### config.mk
export PLATFORM = sky130hd
export DESIGN_NAME = lores_cell_pair_to_tmds
export DESIGN_NICKNAME = d
export VERILOG_FILES = /design/src/hdl/lcpt_pkg.sv /design/src/hdl/lores_cell_pair_to_tmds.sv /design/src/hdl/lcpt_lane.sv /design/src/hdl/lcpt_out_stage.sv
export SDC_FILE = /design/constraint.sdc
export NUM_CORES = 1
export LEC_CHECK = 0
export BUFFER_PORTS_ARGS = -buffer_cell sky130_fd_sc_hd__buf_2
export CAP_MARGIN = 40
export CORE_ASPECT_RATIO = 0.7
export CORE_MARGIN = 1.5
export CORE_UTILIZATION = 60
export CTS_CLUSTER_SIZE = 24
export DETAILED_ROUTE_END_ITERATION = 6
export PLACE_DENSITY_LB_ADDON = 0.08
export SLEW_MARGIN = 25
export SYNTH_ARGS = -nofsm -noshare
export SYNTH_HDL_FRONTEND = slang
export SYNTH_HIERARCHICAL = 1
export SYNTH_SLANG_ARGS = --single-unit
export TNS_END_PERCENT = 5
### constraint.sdc
create_clock -name clk -period 5.4 [get_ports clk]
set_input_delay 0.54 -clock clk [delete_from_list [all_inputs] [get_ports clk]]
set_output_delay 0.54 -clock clk [all_outputs]
set_load 0.02 [all_outputs]
### src/hdl/lcpt_pkg.sv
// Shared types, constants and lookup tables for the lores cell pair to TMDS renderer.
package lcpt_pkg;

    localparam int SYM_W           = 20;
    localparam int BYTE_W          = 8;
    localparam int NIB_W           = 4;
    localparam int DOT_W           = 14;
    localparam int WORD_W          = 32;
    localparam int CFG_IDX_W       = 3;
    localparam int RESULTS_PER_PAIR = 14;
    localparam int STEP_W          = 4;
    localparam int REPEAT_PER_CELL = 7;

    localparam logic [STEP_W-1:0] STEP_LAST = STEP_W'(RESULTS_PER_PAIR - 1);

    typedef enum logic [CFG_IDX_W-1:0] {
        CFG_MONO_MODE     = 3'd0,
        CFG_SYM_OFF_OFF   = 3'd1,
        CFG_SYM_OFF_ON    = 3'd2,
        CFG_SYM_ON_OFF    = 3'd3,
        CFG_SYM_ON_ON     = 3'd4
    } cfg_index_t;

    typedef struct packed {
        logic [SYM_W-1:0] red;
        logic [SYM_W-1:0] green;
        logic [SYM_W-1:0] blue;
    } rgb_t;

    typedef struct packed {
        logic [SYM_W-1:0] off_off;
        logic [SYM_W-1:0] off_on;
        logic [SYM_W-1:0] on_off;
        logic [SYM_W-1:0] on_on;
    } sym_set_t;

    typedef struct packed {
        logic load;
        logic last;
    } out_ctrl_t;

    // 14-dot pattern of one mono nibble
    function automatic logic [DOT_W-1:0] dot_pattern(input logic [NIB_W-1:0] nib);
        logic [DOT_W-1:0] d;
        begin
            unique case (nib)
                4'h0: d = 14'h0000;
                4'h1: d = 14'h2222;
                4'h2: d = 14'h1111;
                4'h3: d = 14'h3333;
                4'h4: d = 14'h0888;
                4'h5: d = 14'h2AAA;
                4'h6: d = 14'h1999;
                4'h7: d = 14'h3BBB;
                4'h8: d = 14'h0444;
                4'h9: d = 14'h2666;
                4'hA: d = 14'h1555;
                4'hB: d = 14'h3777;
                4'hC: d = 14'h0CCC;
                4'hD: d = 14'h2EEE;
                4'hE: d = 14'h1DDD;
                default: d = 14'h3FFF;
            endcase
            return d;
        end
    endfunction

    // fixed RGB pair symbols of the sixteen colours
    function automatic rgb_t colour_symbols(input logic [NIB_W-1:0] nib);
        rgb_t c;
        begin
            unique case (nib)
                4'h0: c = '{20'h7fd00, 20'h7fd00, 20'h7fd00};
                4'h1: c = '{20'h8fec0, 20'h425f6, 20'h906be};
                4'h2: c = '{20'h4f1c3, 20'h7911b, 20'hbfe00};
                4'h3: c = '{20'h802ff, 20'h4f9c1, 20'hbfe00};
                4'h4: c = '{20'h7fd00, 20'h6017f, 20'h906be};
                4'h5: c = '{20'h5fd80, 20'h5fd80, 20'h5fd80};
                4'h6: c = '{20'hae247, 20'hb7a21, 20'hbfe00};
                4'h7: c = '{20'h6f941, 20'h882df, 20'hbfe00};
                4'h8: c = '{20'h902bf, 20'ha3273, 20'h7fd00};
                4'h9: c = '{20'hbfa01, 20'h9c28f, 20'h7fd00};
                4'hA: c = '{20'h5fd80, 20'h5fd80, 20'h5fd80};
                4'hB: c = '{20'hbfe00, 20'h5f582, 20'h501bf};
                4'hC: c = '{20'haf243, 20'h83af1, 20'h7fd00};
                4'hD: c = '{20'h505be, 20'hbce0c, 20'h7fd00};
                4'hE: c = '{20'h99e98, 20'hbfe00, 20'h6fd40};
                default: c = '{20'hbfe00, 20'hbfe00, 20'hbfe00};
            endcase
            return c;
        end
    endfunction

endpackage

### src/hdl/lores_cell_pair_to_tmds.sv
// Top level of the lores cell pair to TMDS renderer.
//
// Input channel (in_valid/in_ready) takes one beat of two adjacent lores
// screen bytes. Each input beat produces fourteen output beats
// (out_valid/out_ready), each carrying a red/green/blue pair symbol for the
// upper row (low nibbles) and the lower row (high nibbles); last_of_pair marks
// the fourteenth. Two lanes, one per row, build their symbols side by side and
// the output register merges them into one beat.
// Each input beat is registered when taken, and every result passes through
// the output register. Throughput: one output beat per cycle unless the
// receiver stalls; the step counter of the current pair holds off the next
// input beat. The next pair is taken in the same cycle that the fourteenth
// result enters the output register, so pairs stream with no gap.
// Configuration: cfg_write/cfg_index/cfg_data write mono_mode (0) and the four
// mono pair symbols (1..4); write only while no pair is in flight.
// Reset clears configuration, the step counter and the output valid.
// When the receiver stalls, the output register holds its beat and the step
// counter stops; in_ready stays low until the last result of the pair moves.
module lores_cell_pair_to_tmds #(
    parameter int REPEAT_PER_CELL = lcpt_pkg::REPEAT_PER_CELL
) (
    input  logic                               clk,
    input  logic                               rst_n,
    input  logic                               cfg_write,
    input  logic [lcpt_pkg::CFG_IDX_W-1:0]     cfg_index,
    input  logic [lcpt_pkg::SYM_W-1:0]         cfg_data,
    input  logic                               in_valid,
    output logic                               in_ready,
    input  logic [lcpt_pkg::BYTE_W-1:0]        first_byte,
    input  logic [lcpt_pkg::BYTE_W-1:0]        second_byte,
    output logic                               out_valid,
    input  logic                               out_ready,
    output logic [lcpt_pkg::SYM_W-1:0]         upper_red,
    output logic [lcpt_pkg::SYM_W-1:0]         upper_green,
    output logic [lcpt_pkg::SYM_W-1:0]         upper_blue,
    output logic [lcpt_pkg::SYM_W-1:0]         lower_red,
    output logic [lcpt_pkg::SYM_W-1:0]         lower_green,
    output logic [lcpt_pkg::SYM_W-1:0]         lower_blue,
    output logic                               last_of_pair
);

    logic                           mono_reg;
    lcpt_pkg::sym_set_t             syms_reg;
    logic                           busy_reg;
    logic                           busy_next;
    logic [lcpt_pkg::STEP_W-1:0]    step_reg;
    logic [lcpt_pkg::STEP_W-1:0]    step_next;
    logic [lcpt_pkg::BYTE_W-1:0]    first_reg;
    logic [lcpt_pkg::BYTE_W-1:0]    second_reg;
    logic                           space;
    logic                           at_last;
    logic                           take;
    logic                           advance;
    lcpt_pkg::out_ctrl_t            ctrl;
    lcpt_pkg::rgb_t                 upper_rgb;
    lcpt_pkg::rgb_t                 lower_rgb;
    lcpt_pkg::rgb_t                 upper_q;
    lcpt_pkg::rgb_t                 lower_q;

    // configuration registers
    always_ff @(posedge clk or negedge rst_n)
    begin
        if (!rst_n)
        begin
            mono_reg <= 1'b0;
            syms_reg <= '0;
        end
        else if (cfg_write)
        begin
            unique case (lcpt_pkg::cfg_index_t'(cfg_index))
                lcpt_pkg::CFG_MONO_MODE:   mono_reg         <= cfg_data[0];
                lcpt_pkg::CFG_SYM_OFF_OFF: syms_reg.off_off <= cfg_data;
                lcpt_pkg::CFG_SYM_OFF_ON:  syms_reg.off_on  <= cfg_data;
                lcpt_pkg::CFG_SYM_ON_OFF:  syms_reg.on_off  <= cfg_data;
                lcpt_pkg::CFG_SYM_ON_ON:   syms_reg.on_on   <= cfg_data;
                default:                   mono_reg         <= mono_reg;
            endcase
        end
    end

    // step sequencer
    assign at_last  = step_reg == lcpt_pkg::STEP_LAST;
    assign advance  = busy_reg && space;
    assign in_ready = !busy_reg || (space && at_last);
    assign take     = in_valid && in_ready;

    always_comb
    begin
        busy_next = busy_reg;
        step_next = step_reg;
        if (advance)
        begin
            step_next = at_last ? '0 : step_reg + 1'b1;
            if (at_last)
            begin
                busy_next = 1'b0;
            end
        end
        if (take)
        begin
            busy_next = 1'b1;
            step_next = '0;
        end
    end

    always_ff @(posedge clk or negedge rst_n)
    begin
        if (!rst_n)
        begin
            busy_reg <= 1'b0;
            step_reg <= '0;
        end
        else
        begin
            busy_reg <= busy_next;
            step_reg <= step_next;
        end
    end

    always_ff @(posedge clk)
    begin
        if (take)
        begin
            first_reg  <= first_byte;
            second_reg <= second_byte;
        end
    end

    lcpt_lane #(
        .REPEAT_PER_CELL (REPEAT_PER_CELL)
    ) u_upper_lane (
        .first_nib  (first_reg[lcpt_pkg::NIB_W-1:0]),
        .second_nib (second_reg[lcpt_pkg::NIB_W-1:0]),
        .step       (step_reg),
        .mono       (mono_reg),
        .syms       (syms_reg),
        .rgb        (upper_rgb)
    );

    lcpt_lane #(
        .REPEAT_PER_CELL (REPEAT_PER_CELL)
    ) u_lower_lane (
        .first_nib  (first_reg[lcpt_pkg::BYTE_W-1:lcpt_pkg::NIB_W]),
        .second_nib (second_reg[lcpt_pkg::BYTE_W-1:lcpt_pkg::NIB_W]),
        .step       (step_reg),
        .mono       (mono_reg),
        .syms       (syms_reg),
        .rgb        (lower_rgb)
    );

    assign ctrl.load = busy_reg;
    assign ctrl.last = at_last;

    lcpt_out_stage u_out_stage (
        .clk       (clk),
        .rst_n     (rst_n),
        .ctrl      (ctrl),
        .upper_in  (upper_rgb),
        .lower_in  (lower_rgb),
        .space     (space),
        .out_valid (out_valid),
        .out_ready (out_ready),
        .upper_out (upper_q),
        .lower_out (lower_q),
        .last_out  (last_of_pair)
    );

    assign upper_red   = upper_q.red;
    assign upper_green = upper_q.green;
    assign upper_blue  = upper_q.blue;
    assign lower_red   = lower_q.red;
    assign lower_green = lower_q.green;
    assign lower_blue  = lower_q.blue;

endmodule

### src/hdl/lcpt_lane.sv
// One row lane: symbol triple of one pixel pair for a given step of the cell pair.
module lcpt_lane #(
    parameter int REPEAT_PER_CELL = lcpt_pkg::REPEAT_PER_CELL
) (
    input  logic [lcpt_pkg::NIB_W-1:0]  first_nib,
    input  logic [lcpt_pkg::NIB_W-1:0]  second_nib,
    input  logic [lcpt_pkg::STEP_W-1:0] step,
    input  logic                        mono,
    input  lcpt_pkg::sym_set_t          syms,
    output lcpt_pkg::rgb_t              rgb
);

    logic [lcpt_pkg::WORD_W-1:0] dot_word;
    logic [4:0]                  pair_pos;
    logic [1:0]                  dot_pair;
    logic                        use_first;
    logic [lcpt_pkg::NIB_W-1:0]  cell_nib;
    logic [lcpt_pkg::SYM_W-1:0]  green_sym;

    // first << 14 | second; bits 31..28 stay dark
    assign dot_word = {4'b0000, lcpt_pkg::dot_pattern(first_nib),
                       lcpt_pkg::dot_pattern(second_nib)};

    // step k reads the dot pair at bits 31-2k and 30-2k
    assign pair_pos = 5'(30) - {step, 1'b0};
    assign dot_pair = dot_word[pair_pos +: 2];

    assign use_first = {1'b0, step} < 5'(REPEAT_PER_CELL);
    assign cell_nib  = use_first ? first_nib : second_nib;

    always_comb
    begin
        unique case (dot_pair)
            2'b00:   green_sym = syms.off_off;
            2'b01:   green_sym = syms.off_on;
            2'b10:   green_sym = syms.on_off;
            default: green_sym = syms.on_on;
        endcase
    end

    always_comb
    begin
        if (mono)
        begin
            rgb.red   = syms.off_off;
            rgb.green = green_sym;
            rgb.blue  = syms.off_off;
        end
        else
        begin
            rgb = lcpt_pkg::colour_symbols(cell_nib);
        end
    end

endmodule

### src/hdl/lcpt_out_stage.sv
// Output register that merges the upper and lower lane results into one beat.
module lcpt_out_stage (
    input  logic                 clk,
    input  logic                 rst_n,
    input  lcpt_pkg::out_ctrl_t  ctrl,
    input  lcpt_pkg::rgb_t       upper_in,
    input  lcpt_pkg::rgb_t       lower_in,
    output logic                 space,
    output logic                 out_valid,
    input  logic                 out_ready,
    output lcpt_pkg::rgb_t       upper_out,
    output lcpt_pkg::rgb_t       lower_out,
    output logic                 last_out
);

    logic           valid_reg;
    logic           valid_next;
    logic           last_reg;
    lcpt_pkg::rgb_t upper_reg;
    lcpt_pkg::rgb_t lower_reg;

    // register is free when empty or being drained this cycle
    assign space = !valid_reg || out_ready;

    always_comb
    begin
        valid_next = valid_reg;
        if (space)
        begin
            valid_next = ctrl.load;
        end
    end

    always_ff @(posedge clk or negedge rst_n)
    begin
        if (!rst_n)
        begin
            valid_reg <= 1'b0;
            last_reg  <= 1'b0;
        end
        else
        begin
            valid_reg <= valid_next;
            if (space && ctrl.load)
            begin
                last_reg <= ctrl.last;
            end
        end
    end

    always_ff @(posedge clk)
    begin
        if (space && ctrl.load)
        begin
            upper_reg <= upper_in;
            lower_reg <= lower_in;
        end
    end

    assign out_valid = valid_reg;
    assign upper_out = upper_reg;
    assign lower_out = lower_reg;
    assign last_out  = last_reg;

endmodule

; ---- Word level (Yosys, flattened, before mapping)
; Memory sizes are Yosys's and may differ from the RTL's. A register that Yosys moved wholly into a read port is not among the register bits.
; Cells that the tools add are included.
[classes]
add_sub_neg = 2
n_mul = 0
div = 0
magnitude_cmp = 1
eq_ne = 9
n_shift = 2
mux = 16
bitwise = 0
reduce_logical = 18
[op_table]
columns = operator, count
row1 = two-way mux 60 bit, 2
row2 = case mux 20 bit (3 select lines), 2
row3 = indexed part select 32 x 6 -> 2 bit, 2
row4 = two-way mux 4 bit, 9
row5 = AND reduction 2 bit, 6
row6 = == test 3 x 2 -> 1 bit (second input constant), 2
row7 = subtractor 5 bit (first input constant), 1
row8 = adder 4 x 1 -> 4 bit (second input constant), 1
row9 = == test 2 x 1 -> 1 bit (second input constant), 2
row10 = == test 2 bit (second input constant), 2
row11 = == test 4 bit (second input constant), 1
row12 = zero test 2 bit, 2
row13 = less-than comparator 4 x 3 -> 1 bit (second input constant), 1
row14 = nonzero test 2 bit, 2
row15 = == test 3 x 1 -> 1 bit (second input constant), 1
row16 = == test 3 bit (second input constant), 1
row17 = logical AND 1 bit, 3
row18 = zero test 3 bit, 1
row19 = two-way mux 1 bit, 3
row20 = zero test 1 bit, 2
row21 = logical OR 1 bit, 2
[word_totals]
register_bits = 224
latchBits = 0
ramBits = 0
mem_bits_ro = 2816
in_bits = 44
output_inout_bits = 123
wordCells = 71
memories = 6
[memory_table]
columns = name, words, width, rd, rd_ports_with_merged_regs, write_ports, line
row1 = (name not given), 16, 60, 1, 0, 0, lcpt_pkg.sv:72  ; unique case (nib)
row2 = (name not given), 16, 60, 1, 0, 0, lcpt_pkg.sv:72
row3 = (name not given), 16, 14, 1, 1, 0, lcpt_pkg.sv:46  ; unique case (nib)
row4 = (name not given), 16, 14, 1, 1, 0, lcpt_pkg.sv:46
row5 = (name not given), 16, 14, 1, 1, 0, lcpt_pkg.sv:46
row6 = (name not given), 16, 14, 1, 1, 0, lcpt_pkg.sv:46

; ---- Depth between registers and ports, before layout
; Gate-level depths: netlist of run 1.
[logic_depth]
depth_word = 7
depth_mapped = 10
ltp_nobuf = 9

; ---- By module
; Netlist of run 1, hierarchy kept.
[by_module_without_submodules]
columns = module, instances, cells_per_inst, area_per_inst_um2, seq_area_each_um2
row1 = lores_cell_pair_to_tmds, 1, 224, 3847.4, 2632.5
row2 = lcpt_out_stage, 1, 126, 3698.5, 3653.5
row3 = lcpt_lane (u_upper_lane), 1, 354, 2562.5, 0.0
row4 = lcpt_lane (u_lower_lane), 1, 349, 2125.8, 0.0

; ---- Worst setup path before layout of run 1
; Ideal clock, no wire load.
[synth_timing]
path_kind = register to register
start = reg step_reg[0] (netlist bit)
end = reg u_out_stage.lower_reg (netlist bit u_out_stage/lower_out[11]), data pin
setup_time_ps = 268
arrival_time_ps = 2638
required_time_ps = 5132
path_slack_ps = 2493
path_stages_with_launch = 10
path_buffers = 2
synth_period_minus_slack_ps = 2907
path_cell_list = dfrtp_1 > buf_6 > a31oi_2 > mux2_2 > inv_1 > ha_1 > clkbuf_1 > mux2i_1 > o21ai_0 > nand2_1
[synth_rtl]
columns = element, line
row1 = from (decl), lores_cell_pair_to_tmds.sv:46  ; logic [lcpt_pkg::STEP_W-1:0] step_reg;
row2 = from (signal assigned), lores_cell_pair_to_tmds.sv:116  ; step_reg <= step_next;
row3 = to (signal assigned), lcpt_out_stage.sv:56  ; lower_reg <= lower_in;
row4 = to (decl), lcpt_out_stage.sv:20  ; lcpt_pkg::rgb_t lower_reg;

==> flow_summary.yaml, run 1 <==
setup_path:
  crit_path_end_kind: "flip-flop"
  critical_path_class: "reg2reg"
  cp_slowest_cell: "dfrtp_1"
  worstSetupStartpointType: "flip-flop"
  worstReg2RegStart: "step_reg[0]"
  cp.required_ps: 5650
  path_cells: "buf_8, a31oi_2, mux2_2, inv_1, ha_1, mux2i_1, o21ai_0, nand2_1"
  cp_data_arrival_time_ps: 3980
  critPathLaunch: "step_reg[0]"
  r2r_slack_ps: 1670
  worstReg2RegEnd: "u_out_stage/lower_out[11]"
  crit_fanout: 17
  max_stage_delay_ps: 660
  worst_r2r_path_depth: 8
floorplan:
  die_area_mm2: 0.0213
  rows: 43
  io_pins: 167
  die_h_um: 122
  die_w_um: 174
  start_util: 0.615
  coreArea_mm2: 0.0199
cells_and_area:
  area.growth.synth_to_final_pct: 14.0
  multiInputGateArea_mm2: 0.00546
  drive_above_1_share: 0.307
  largest_reg_flops: 80
  fillers: 1526
  final_nets: 1252
  post-route-cell-area_mm2: 0.0139
  fin_cells: 1477
  seq_area_mm2: 0.00629
  diodes: 0
cts:
  cts.sinks: 224
  clk_pin_slew_worst_paths_ps: 60
  clock_path_buffers: 3
  worstSkewPairLatency_ps: 520
  cts_root_buffer: "clkbuf_16"
  numCtsBuffers: 23
  tritoncts: "yes"
  htreeDepth: 1
drt:
  drtIter0Drc: 1385
  wl_mm: 34.4
  wl_per_cell_um: 23.3
  viasPerCell: 6.57
  vias: 9708
  drc: 0
  ant_nets: 0
  firstDrtPassIters: 6
sta:
  hold_violations: 0
  setup-violations-final: 0
  relSlewSlack: 0.392
  fin_setup_tns_ps: 0
  max_freq_mhz: 268
  tightest_slew_ps: 912
  rsz0062_at_grt: "no"
  finalMaxSlewViolations: 0
  layout_min_cycle_time_ps: 3730
  fin_crit_sh: 0.691
  worst_slack_ps: 1670
  skew_ps: 16.1
status:
  status: "completed"
synth:
  yosys_warnings: 6
  yosys.area.top_type: "edfxtp_1"
  synth.cell_area_mm2: 0.0122
  synth_cell_types: 102
  syn-num-nets: 1115
  synth-edff-count: 136
  synth_seq_cells: 224
  ys_top_cells_by_area: "edfxtp_1 33%, dfrtp_1 18%, mux2_2 8.3%, nand2_1 3.1%, mux2i_1 2.9%"
  synth_area_per_cell_um2: 11.6
  syn_inst: 1053
  synthArstFlopShare: 0.393
  synthMostInstantiatedCell: "edfxtp_1"
  yosysTopAreaCellShare: 0.334
  ys_seq_area_frac: 0.514
  synthTopCellsByCount: "136 x edfxtp_1, 102 x nand2_1, 90 x mux2_2, 88 x dfrtp_1, 55 x nor2_1"
  yosys_most_used_dff: "edfxtp_1"
min_path:
  min_path_cells: 1
  min_to: "second_reg[7]"
  min-delay-start: "second_byte[7]"
  hold_path_class: "in2reg"
grt:
  grt_start_max_net_pins: 79
  grt_pass1_vias: 8836
  gr-total-overflow: 0
  track_usage: 0.319
  antenna_found_initial: 2
  grt_pass1_wl_mm: 51.9
power:
  vdd_ir_drop_max_v: 0.000435
  power.leakage_nw: 5.67
  p_per_area_mw_per_mm2: 628
placed_design:
  pre_cts_slack_ps: 1800
  place.gp.congestion: 0.970
  placement.cell_area_mm2: 0.0132
  portBuffers: 166
  place_inst: 1433
  dp_hpwl_mm: 24.7
flow_run:
  drv_cap: 0
-- timing repair --
action                                 4_1_cts  5_1_grt
buffers inserted                             0        0
gates resized for setup                      0        0
hold buffers                                 1        0
endpoints found under the hold margin       17        0
-- critical path: cells and delay by family, from the launching register on --
family / cells / cell delay, ps
AOI/OAI and AO/OA: 2 / 910
muxes: 2 / 680
DFF: 1 / 660
buffers and inverters: 2 / 560
adders and majority gates: 1 / 510
and+or+nand+nor: 1 / 130
-- routing by layer --
metal | share of wire | up-vias | GRT usage
met5 | 0.00067 | - | 0
met4 | 0.023 | 4 | 0.0857
met3 | 0.11 | 64 | 0.0589
met2 | 0.43 | 613 | 0.474
met1 | 0.44 | 4705 | 0.484
li1 | - | 4322 | -
-- cells in the final DEF, fill, tap and decap left out, types with 13 or more instances in the layout --
cell type and count:
edfxtp_1 136, mux2_2 90, clkbuf_16 24, o21ai_0 53, ha_1 18, mux2i_1 34
a211oi_1 19, inv_1 17, nand3_1 22, a21oi_1 47, dfrtp_1 87, o21ai_1 16
nor2_1 55, buf_4 15, nand2_1 102, o221ai_1 13, buf_2 166, nor3_1 19
-- worst max path at each step --
stage / to / cells after the start / slack (ps)
floorplan: u_out_stage/lower_out[11] / 9 / 2490
CTS: u_out_stage/lower_out[11] / 8 / 1780
global placement: u_out_stage/lower_out[20] / 7 / 1770
global route: u_out_stage/lower_out[11] / 8 / 1550
finish: u_out_stage/lower_out[11] / 8 / 1670
detailed placement: u_out_stage/lower_out[11] / 8 / 1800
-- kinds of logic after synthesis --
| kind of cell | after synthesis | synth area share |
|---|---|---|
| AOI/OAI and AO/OA | 315 | 0.193 |
| xor gates and xnor gates | 2 | 0.00143 |
| adders and majority gates | 18 | 0.0184 |
| muxes | 139 | 0.128 |
| buffers and inverters | 93 | 0.0409 |
| and+or+nand+nor | 262 | 0.104 |
| DFF | 224 | 0.514 |
-- report_power, final --
group	total [mW]	switching (mW)	internal, mW
combinational	4.23	2.66	1.56
sequential	2.92	0.430	2.49
clock	1.62	0.659	0.956
-- area by class of cell --
cell class,count,share of cell area
Clock buffer,35,0.0482
Sequential cell,224,0.451
Clock inverter,7,0.00673
Tap cell,270,0.0242
Multi-Input combinational cell,736,0.391
Inverter,19,0.00512
Timing Repair Buffer,186,0.0733
-- through the flow --
step	total power, mW	hold slack, ps	utilization
after detailed placement	7.00	428	0.661
after global routing	9.15	184	0.700
final	8.76	196	0.700
after CTS	8.64	180	0.700
after global placement	6.90	429	0.657
after floorplan	5.86	244	-
No activity file was read; power rests on OpenSTA's default activity.
==> inputs of run 2 (changes only) <==
--- a/config.mk
+++ b/config.mk
@@ -9,7 +9,7 @@
 export CAP_MARGIN = 40
 export CORE_ASPECT_RATIO = 0.7
 export CORE_MARGIN = 1.5
-export CORE_UTILIZATION = 60
+export CORE_UTILIZATION = 53
 export CTS_CLUSTER_SIZE = 24
 export DETAILED_ROUTE_END_ITERATION = 6
 export PLACE_DENSITY_LB_ADDON = 0.08
==> constraint.sdc (replaced) <==
create_clock -name clk -period 3.4 [get_ports clk]
set_input_delay 0.34 -clock clk [delete_from_list [all_inputs] [get_ports clk]]
set_output_delay 0.34 -clock clk [all_outputs]
set_load 0.02 [all_outputs]
==> flow_summary.yaml, run 2 (same netlist as run 1, synthesis figures left out) <==
status:
  status: "completed"
sta:
  hold_violations: 0
  layout_min_cycle_time_ps: 3250
  relSlewSlack: 0.423
  fin_crit_sh: 0.957
  rsz0062_at_grt: "no"
  max_freq_mhz: 307
  fin_setup_tns_ps: 0
  finalMaxSlewViolations: 0
  skew_ps: 11.9
  tightest_slew_ps: 865
  setup-violations-final: 0
power:
  power.leakage_nw: 5.88
  power_frac_seq: 0.321
  clkPwrFrac: 0.179
  switchingPower_mw: 6.13
  swShare: 0.429
  vdd_ir_drop_max_v: 0.000507
  comb_power_share: 0.499
  p_per_area_mw_per_mm2: 991
  p_int_mw: 8.14
setup_path:
  cp.required_ps: 3640
  crit_path_end_kind: "flip-flop"
  critPathLaunch: "step_reg[2]"
  worstReg2RegEnd: "u_out_stage/lower_out[19]"
  cp_data_arrival_time_ps: 3500
  worst_r2r_path_depth: 6
  critical_path_class: "reg2reg"
  worstReg2RegStart: "step_reg[2]"
  crit_fanout: 19
  r2r_slack_ps: 150
  worstSetupStartpointType: "flip-flop"
min_path:
  hold_path_class: "in2reg"
  min_to: "busy_reg"
  min_path_cells: 2
  min-delay-start: "in_valid"
floorplan:
  start_util: 0.540
  die_h_um: 130
  die_w_um: 185
  io_pins: 167
  die_area_mm2: 0.0240
  coreArea_mm2: 0.0227
  rows: 46
drt:
  wl_mm: 37.6
  vias: 9775
  firstDrtPassIters: 5
  wl_per_cell_um: 24.1
  drtIter0Drc: 1048
  viasPerCell: 6.25
  drc: 0
  ant_nets: 0
cells_and_area:
  largest_reg_flops: 80
  fin_cells: 1563
  final_nets: 1295
  mostFrequentLayoutCell: "buf_2"
  multiInputGateArea_mm2: 0.00546
  seq_area_mm2: 0.00629
  fillers: 1885
  area.growth.synth_to_final_pct: 17.7
  drive_above_1_share: 0.318
  layout_common_cells: "165 x buf_2, 136 x edfxtp_1, 102 x nand2_1"
grt:
  gr-total-overflow: 0
  grt_util_met1: 0.483
  busiest_layer: "met1"
  grt_util_met3: 0.0748
  grt_pass1_vias: 8956
  grt_start_max_net_pins: 61
  track_usage: 0.312
  use_met2: 0.440
  antenna_found_initial: 1
  grt_pass1_wl_mm: 55.5
placed_design:
  dp_hpwl_mm: 27.6
  portBuffers: 166
  place_inst: 1502
  place.gp.congestion: 1.01
cts:
  clk_pin_slew_worst_paths_ps: 60
  htreeDepth: 1
  post-cts-setup-buffers: 0
  tritoncts: "yes"
  clock_path_buffers: 3
  cts_root_buffer: "clkbuf_16"
  worstSkewPairLatency_ps: 520
  postCtsResizedCells: 0
  hold_buffers: 17
  cts.sinks: 224
  numCtsBuffers: 23
flow_run:
  drv_cap: 0
[run 2: cell types whose count changed in the layout (fill, tap and decap cells not counted), sizes merged]
cell | previous run | this run
buf | 185 | 212
bufinv | 2 | 3
clkbuf | 35 | 28
clkinv | 3 | 7
clkinvlp | 1 | 3
diode | 0 | 1
dlygate4sd3 | 1 | 17
[run 2: metal layers]
| layer | wire length (um) | share of wire |
|---|---|---|
| met4 | 723 | 0.019 |
| met5 | 0 | 0 |
| met3 | 3790 | 0.10 |
| met2 | 15700 | 0.42 |
| met1 | 17400 | 0.46 |
[run 2: power by group through the flow]
stage | logic [mW] | registers, mW | clock network [mW]
floorplan | 4.28 | 5.03 | 0
global placement | 6.80 | 4.63 | 0
detailed placement | 6.89 | 4.64 | 0
CTS | 6.93 | 4.59 | 2.59
global route | 7.57 | 4.67 | 2.70
finish | 7.12 | 4.59 | 2.56
[run 2: final cells by class]
type | instances | area share
Sequential cell | 224 | 0.437
Multi-Input combinational cell | 736 | 0.379
Timing Repair Buffer | 229 | 0.0994
Clock buffer | 28 | 0.0420
Tap cell | 312 | 0.0271
Clock inverter | 14 | 0.0103
Inverter | 19 | 0.00495
Antenna cell | 1 | 0.000174
[run 2: critical path: stages (launching register included)]
cell      delay [ps]
dfrtp_1          630
a31oi_2          390
buf_4            200
mux2i_2          660
nor2_1           330
a221oi_1         630
nor2_1           130
[run 2: how the worst max path moves through the flow]
stage | to | slack, ps | cells past startpoint
final | u_out_stage/lower_out[19] | 150 | 6
after global routing | u_out_stage/lower_out[19] | 20 | 6
after CTS | u_out_stage/lower_out[19] | 290 | 6
after detailed placement | u_out_stage/upper_out[48] | 300 | 10
after global placement | u_out_stage/upper_out[48] | 360 | 10
after floorplan | u_out_stage/lower_out[11] | 490 | 9
[run 2: through the flow]
step                      cell area [um2]  hold WS [ps]  power, mW  utilization  setup slack (ps)
after floorplan                     12200          44.4       9.31            -               493
after global placement              13400           508       11.4        0.591               364
after detailed placement            13400           224       11.5        0.593               297
after CTS                           14400          57.9       14.1        0.634               293
after global routing                14400          64.5       14.9        0.635              20.7
final                               14400          73.6       14.3        0.635               145
==> inputs of run 3 (changes only) <==
--- a/config.mk
+++ b/config.mk
@@ -9,13 +9,12 @@
 export CAP_MARGIN = 40
 export CORE_ASPECT_RATIO = 0.7
 export CORE_MARGIN = 1.5
-export CORE_UTILIZATION = 53
+export CORE_UTILIZATION = 52
 export CTS_CLUSTER_SIZE = 24
 export DETAILED_ROUTE_END_ITERATION = 6
 export PLACE_DENSITY_LB_ADDON = 0.08
 export SLEW_MARGIN = 25
 export SYNTH_ARGS = -nofsm -noshare
 export SYNTH_HDL_FRONTEND = slang
-export SYNTH_HIERARCHICAL = 1
 export SYNTH_SLANG_ARGS = --single-unit
 export TNS_END_PERCENT = 5
==> flow_summary.yaml, run 3 <==
status:
  status: "completed"
synth:
  synthTopCellsByCount: "146 x nand2_1, 136 x edfxtp_1, 115 x mux2_2, 88 x dfrtp_1, 69 x o21ai_0"
  synthArstFlopShare: 0.367
  yosys.area.top_type: "edfxtp_1"
  ys_seq_area_frac: 0.553
  syn-num-nets: 1104
  synth-edff-count: 136
  synth.cell_area_mm2: 0.0119
  synth_cell_types: 75
  yosys_most_used_dff: "edfxtp_1"
  syn_inst: 1042
  synthMostInstantiatedCell: "nand2_1"
  ys_top_cells_by_area: "edfxtp_1 34%, dfrtp_1 18%, mux2_2 11%, nand2_1 4.6%, o21ai_0 2.9%"
  synth_seq_cells: 240
  yosys_warnings: 0
  synth_area_per_cell_um2: 11.5
  yosysTopAreaCellShare: 0.342
cells_and_area:
  fillers: 1881
  mostFrequentLayoutCell: "buf_2"
  drive_above_1_share: 0.332
  final_nets: 1285
  diodes: 0
  multiInputGateArea_mm2: 0.00498
  layout_common_cells: "165 x buf_2, 146 x nand2_1, 136 x edfxtp_1"
  largest_reg_flops: 80
  area.growth.synth_to_final_pct: 18.6
  seq_area_mm2: 0.00661
cts:
  htreeDepth: 1
  cts_root_buffer: "clkbuf_16"
  worstSkewPairLatency_ps: 540
  clock_path_buffers: 3
  clk_pin_slew_worst_paths_ps: 60
  tritoncts: "yes"
  numCtsBuffers: 25
  cts.sinks: 240
min_path:
  min-delay-start: "second_byte[5]"
  min_to: "second_reg[5]"
  min_path_cells: 1
  hold_path_class: "in2reg"
drt:
  firstDrtPassIters: 5
  wl_per_cell_um: 23.7
  highest_layer: "met4"
  drc: 0
  dr_wl_met3_mm: 3.33
  ant_nets: 0
  drtIter0Drc: 1094
  wl_mm: 36.9
  vias: 9459
  wl_met2_mm: 15.7
  met1Wirelength_mm: 17.0
  viasPerCell: 6.09
sta:
  worst_slack_ps: 303
  skew_ps: 21.6
  tightest_slew_ps: 890
  fin_crit_sh: 0.911
  setup-violations-final: 0
  max_freq_mhz: 323
  finalMaxSlewViolations: 0
  hold_violations: 0
  relSlewSlack: 0.404
  fin_setup_tns_ps: 0
  rsz0062_at_grt: "no"
  layout_min_cycle_time_ps: 3100
floorplan:
  io_pins: 167
  rows: 46
  die_w_um: 184
  coreArea_mm2: 0.0226
  start_util: 0.528
  die_h_um: 130
  die_area_mm2: 0.0239
placed_design:
  place.gp.congestion: 0.995
  portBuffers: 166
  dp_hpwl_mm: 26.2
  pre_cts_slack_ps: 139
grt:
  grt_pass1_wl_mm: 54.8
  gr-total-overflow: 0
  grt_pass1_vias: 8576
  antenna_found_initial: 1
  track_usage: 0.307
  grt_start_max_net_pins: 76
setup_path:
  worst_r2r_path_depth: 8
  worstReg2RegStart: "step_reg[2]"
  worstReg2RegEnd: "u_out_stage.lower_out[37]"
  crit_path_end_kind: "flip-flop"
  r2r_slack_ps: 300
  cp.required_ps: 3660
  crit_fanout: 15
  critical_path_class: "reg2reg"
  cp_data_arrival_time_ps: 3360
  worstSetupStartpointType: "flip-flop"
power:
  p_per_area_mw_per_mm2: 974
  power.leakage_nw: 5.89
  vdd_ir_drop_max_v: 0.000612
flow_run:
  drv_cap: 0
==> run 3: cell families after synthesis <==
family	after synthesis	share of synthesized area
AO/OA/AOI/OAI	269	0.157
XOR/XNOR	2	0.00147
adder cells (fa/ha/maj)	18	0.0189
buffers and inverters	79	0.0319
flip-flops	240	0.553
multiplexers	133	0.124
AND/OR/NAND/NOR	301	0.114
==> run 3: worst max path at each step <==
stage                                      endpoint  depth (start not counted)                   from
after global placement    u_out_stage.lower_out[37]                          8            step_reg[2]
after CTS                 u_out_stage.lower_out[37]                          8            step_reg[2]
after global routing      u_out_stage.lower_out[37]                          8            step_reg[2]
after detailed placement  u_out_stage.lower_out[37]                          8            step_reg[2]
after floorplan                         step_reg[1]                          4  u_out_stage.out_valid
final                     u_out_stage.lower_out[37]                          8            step_reg[2]
==> run 3: area by class of cell <==
type	instances	share of cell area
Inverter	17	0.00477
Clock inverter	15	0.0132
Clock buffer	30	0.0483
Tap cell	312	0.0275
Sequential cell	240	0.466
Multi-Input combinational cell	723	0.352
Timing Repair Buffer	216	0.0885
==> run 3: routing by layer <==
layer  up-vias  GRT usage
met1      4631      0.473
met3        54     0.0567
met4         0     0.0656
met5         -          0
met2       509      0.453
li1       4265          -
==> run 3: critical path, cell delays in order (launching register included) <==
cell,delay (ps)
dfrtp_1,630
a21o_2,370
mux2_2,470
inv_1,200
ha_1,350
a21oi_1,120
o21ai_0,120
a21boi_1,410
o22ai_1,150
==> run 3: report_power, final <==
part / internal (mW) / switching (mW)
Clock: 1.74 / 1.16
Sequential: 4.12 / 0.453
Combinational: 2.23 / 4.11
Total: 8.09 / 5.72
==> run 3: repair_timing <==
item	in CTS	in global routing
setup buffers	0	0
hold endpoints to repair	51	0
hold buffers	3	0
gates resized for setup	0	2
endpoints found under the setup margin	0	3
==> run 3: stage by stage <==
step	utilization	power, mW	instance area [um2]	cells	hold slack [ps]
2_1_floorplan	-	8.64	12000	1042	44.4
3_3_place_gp	0.587	10.8	13300	1505	412
3_5_place_dp	0.587	10.8	13300	1505	416
4_1_cts	0.627	13.7	14200	1553	1.61
5_1_grt	0.627	14.4	14200	1553	5.78
6_report	0.627	13.8	14200	1553	7.46
